## src/sv/lsm_pkg.sv

```systemverilog
package lsm_pkg;

  localparam int HISTORY_DEPTH_DEF = 256;

  localparam int STAMP_W = 64;
  localparam int LAT_W   = 32;
  localparam int STAT_W  = 64;
  localparam int NUM_LAT = 6;

  // Percentile rank fractions, as numerator over a common denominator.
  localparam int PCT_DEN = 100;
  localparam int P95_NUM = 95;
  localparam int P99_NUM = 99;

  localparam logic [2:0] STAT_COUNT = 3'd0;
  localparam logic [2:0] STAT_MIN   = 3'd1;
  localparam logic [2:0] STAT_MAX   = 3'd2;
  localparam logic [2:0] STAT_SUM   = 3'd3;
  localparam logic [2:0] STAT_SUMSQ = 3'd4;
  localparam logic [2:0] STAT_P50   = 3'd5;
  localparam logic [2:0] STAT_P95   = 3'd6;
  localparam logic [2:0] STAT_P99   = 3'd7;

  localparam logic REQ_TURN    = 1'b0;
  localparam logic REQ_SUMMARY = 1'b1;

  typedef enum logic [0:0] {
    OP_SPAN,
    OP_SATADD
  } arith_op_t;

  typedef enum logic [3:0] {
    S_IDLE,
    S_SPAN,
    S_CORE,
    S_ACC,
    S_SEL_OUTER,
    S_SEL_LOAD,
    S_SEL_SCAN,
    S_SEL_EVAL,
    S_EMIT
  } state_t;

  typedef struct packed {
    logic                 req_type;
    logic [STAMP_W-1:0]   vad_end_time;
    logic [STAMP_W-1:0]   stt_start_time;
    logic [STAMP_W-1:0]   stt_done_time;
    logic [STAMP_W-1:0]   llm_start_time;
    logic [STAMP_W-1:0]   first_token_time;
    logic [STAMP_W-1:0]   llm_done_time;
    logic [STAMP_W-1:0]   tts_start_time;
    logic [STAMP_W-1:0]   first_audio_time;
    logic [STAMP_W-1:0]   speaker_start_time;
  } in_beat_t;

  typedef struct packed {
    logic [LAT_W-1:0]  stt_latency;
    logic [LAT_W-1:0]  first_token_latency;
    logic [LAT_W-1:0]  llm_total_latency;
    logic [LAT_W-1:0]  first_audio_latency;
    logic [LAT_W-1:0]  e2e_latency;
    logic [LAT_W-1:0]  overhead_latency;
    logic [2:0]        stat_id;
    logic [STAT_W-1:0] stat_value;
    logic              last_result;
  } out_beat_t;

endpackage

```

## src/sv/lsm_arith.sv

```systemverilog
module lsm_arith (
  input  lsm_pkg::arith_op_t  op,
  input  logic [63:0]         a,
  input  logic [63:0]         b,
  output logic [63:0]         res
);
  import lsm_pkg::*;

  logic [64:0] sum;
  logic [63:0] diff;

  assign sum  = {1'b0, a} + {1'b0, b};
  assign diff = b - a;

  // For a span, a is the start stamp and b the end stamp.
  always_comb begin
    case (op)
      OP_SPAN: begin
        if ((a == '0) || (b == '0) || (b < a)) begin
          res = '0;
        end else if (diff[63:LAT_W] != '0) begin
          res = {{(64-LAT_W){1'b0}}, {LAT_W{1'b1}}};
        end else begin
          res = diff;
        end
      end
      OP_SATADD: begin
        res = sum[64] ? '1 : sum[63:0];
      end
      default: begin
        res = '0;
      end
    endcase
  end

endmodule

```

## config.mk

```make
export PLATFORM = sky130hd
export DESIGN_NAME = lsm_arith
export DESIGN_NICKNAME = d
export VERILOG_FILES = /design/src/sv/lsm_pkg.sv /design/src/sv/lsm_arith.sv
export SDC_FILE = /design/constraint.sdc
export NUM_CORES = 1
export LEC_CHECK = 0
export BUFFER_PORTS_ARGS = -buffer_cell sky130_fd_sc_hd__buf_2
export CORE_AREA = 2 2 141 143
export DETAILED_ROUTE_END_ITERATION = 12
export DIE_AREA = 0 0 143 145
export PLACE_DENSITY = 0.82
export SLEW_MARGIN = 20
export SYNTH_ARGS = -nofsm -noshare
export SYNTH_HDL_FRONTEND = slang
export SYNTH_SLANG_ARGS = --single-unit
```

## constraint.sdc

```tcl
create_clock -name vclk -period 7.18
set_clock_uncertainty 0.1 [all_clocks]
set_input_delay 1.077 -clock vclk [all_inputs]
set_output_delay 1.077 -clock vclk [all_outputs]
set_load 0.01 [all_outputs]
```

==> summary.txt <==
Final layout
  – N_diodes: 0
  – Final instance area: 0.0107 sq mm
  – Area delta synth->final: 12.9%
  – Seq Cell Count: 0
  – Area occupied by multi-input gates: slightly below 0.009 sq mm
  – Commonest cells after routing, fill and taps aside: a21oi_1, buf_2, nor2_1
  – Commonest non-fill, non-tap cell in the layout: a21oi_1
  – # fillers: 2020
  – Nets: 1888
  – Layout cells sized above 1: 0.176
  – Final Core Density: 0.557
  – Non-Filler Instances: 1892
  – Clock buffer count: 0
  – Sequential cell area: 0 sq um

Status
  – Status: completed

Synth
  – Synth warnings: 0
  – Post-Synth XOR/XNOR Area: 0.0388
  – Main combinational cell family by area after synthesis: compound AO/OA/AOI/OAI gates
  – Post-synth design cell area: 0.00948 sq mm
  – Mux cell area share after synthesis: 0.00528
  – Netlist cell types: 84
  – Synthesized-area fraction occupied by adder cells: 0.173
  – Gate Count Post-Synth: roughly 1500
  – Simple logic cell fraction of the synthesized area: 0.262
  – Compound-Gate Fraction of Synth Area: 0.428
  – Sequential area share after synthesis: 0
  – Post-Syn Nets: ~1700
  – Syn Area/Cell: 6.36 sq um

Timing
  – FMAX: 144 MHz
  – Slew headroom: 0.230
  – Final Hold Fails: 0
  – Final worst-path setup slack: ~0.25 ns
  – Setup-failing EPs final: 0
  – Slew @ Worst Pin: 1.15 ns
  – Part of the cycle the worst path needs: 0.965
  – Setup TNS: 0 ns
  – Hold WS: 2.53 ns
  – RSZ-0062 raised after global routing: false
  – Min Tclk post-route: 6.93 ns
  – Final slew viol count: 0

Die
  – Initial Util: 0.494
  – Die Height: 145 um
  – IO Count: 193
  – Core Footprint: 0.0192 sq mm
  – DIE WIDTH: 143 um
  – Die Area: 0.0207 sq mm
  – FP Rows: 51

Drt
  – Vias post-DR: between 10000 and 15000
  – Met3 wire len: 4140 um
  – DR vias/cell: ~7
  – Routed wire per std cell: 23.4 um
  – Initial DRT Pass Iterations: 7
  – Max layer used: met4
  – 1st-iter DRT viols: 1272
  – DRT Wirelength: roughly 44000 um
  – Residual DRC: 0
  – Post-route ant nets: 0
  – Met2 wire length: 20200 um
  – M1 WL: 17000 um

Job
  – # Max-Cap Violations: 0

Placement
  – Global placer's final weighted congestion: ~1.0
  – Post-DP Area: 0.0107 sq mm
  – Setup WS pre-CTS: -0.173 ns
  – HPWL Detailed: 36800 um
  – PortBufs: 193
  – Inst Count DP: 1892

Setup path
  – Delay-heaviest family, CP: simple AND/OR/NAND/NOR gates
  – CP Capture Type: primary output
  – Critical Path, Cell by Cell: buf_2 -> ha_1 -> inv_1 -> nand4_1 -> nor4b_4 -> nor4b_2 -> nand3b_1 -> nand4_1 -> nand2_1 -> o41ai_4 -> a31oi_1 -> o31ai_4 -> nand2_4 -> buf_12 -> o211ai_2 -> buf_2
  – Critical path's slowest cell: ha_1
  – CP Class: input pin to primary output
  – Worst path max stage delay: between 0.4 and 0.5 ns
  – CP Launch Type: input pin
  – Max FO, Critical Path: 18
  – Worst Path Required: 6.00 ns
  – Worst path bufs/invs: 4
  – Data arrival, critical path: 5.75 ns

Pwr
  – Total power: 1.11 mW
  – Power per Cell Area: 104 mW/mm^2
  – Leakage: 4.72 nW
  – Worst vdd ir: just over 0.05 mV

Global routing
  – Total track usage: 0.408
  – Total gr overflow: 0
  – Vias in the first global route: 12100
  – Largest net degree at the start of global routing: 38
  – First-pass GRT wire length: about 68000 um
  – Initial antenna violation count: 1

Worst hold path
  – Hold Crit Start: a[0]
  – Hold path cells: 4
  – Hold endpoint: res[0]
  – Worst hold path class: input pin to primary output

Clock network
  – Cts hold-fix bufs: 0
==> repair_timing <==
item / 4_1_cts / 5_1_grt
endpoints found under the setup margin: 23 / 62
buffers inserted: 0 / 0
resized for setup: 2 / 3
pin swaps: 0 / 1
==> cell families after synthesis <==
group | count (synthesis)
compound gates | 601
simple gates | 492
buf+inv | 220
fa+ha+maj | 130
xor+xnor | 42
mux | 5
==> per-layer routing <==
layer | up-vias | GRT usage
met4 | 0 | 0.222
met3 | 192 | 0.0637
met1 | 6023 | 0.504
met2 | 864 | 0.672
met5 | - | 0
li1 | 5913 | -
==> cell usage after synthesis (13+ instances only) <==
cell type    n  area, sq um
o21bai_1    26          195
o211ai_1    20          150
o31ai_1     25          188
nor4_1      55          344
a21oi_1    202         1010
nand4_1     46          288
a21o_1      20          150
o221a_2     13          146
inv_1      127          477
buf_2       19         95.1
xnor2_1     38          333
o211ai_2    15          188
a31oi_1     14         87.6
nor3_1      27          135
or3_1       14         87.6
nand2b_1    15         93.8
nor2b_1     15         93.8
clkbuf_1    57          214
nand2_1     97          364
o21ai_0     91          455
o21a_1      17          128
nand3_1     33          165
nor2_1     140          526
ha_1       128         1600
a211oi_1    19          143
a221oi_1    23          201
==> worst max path at each step <==
stage | start | endpoint | slack (ns) | depth (start not counted)
floorplan | a[3] | res[10] | 1.67 | 17
global placement | b[39] | res[25] | -0.20 | 16
detailed placement | a[33] | res[29] | -0.17 | 17
CTS | b[39] | res[29] | 0.13 | 16
global route | a[39] | res[42] | 0.02 | 16
finish | b[39] | res[29] | 0.25 | 16
==> area by class of cell <==
class | count | share of cell area
timing repair buffer | 223 | 0.114
tap | 265 | 0.0310
inverter | 134 | 0.0470
multi-input combinational | 1270 | 0.808
==> power breakdown <==
group	total, mW	internal (mW)	leakage (nW)	switching (mW)
combinational	1.11	0.394	4.72	0.721
clock	0	0	0	0
sequential	0	0	0	0
Power figures use the tool's default switching activity.
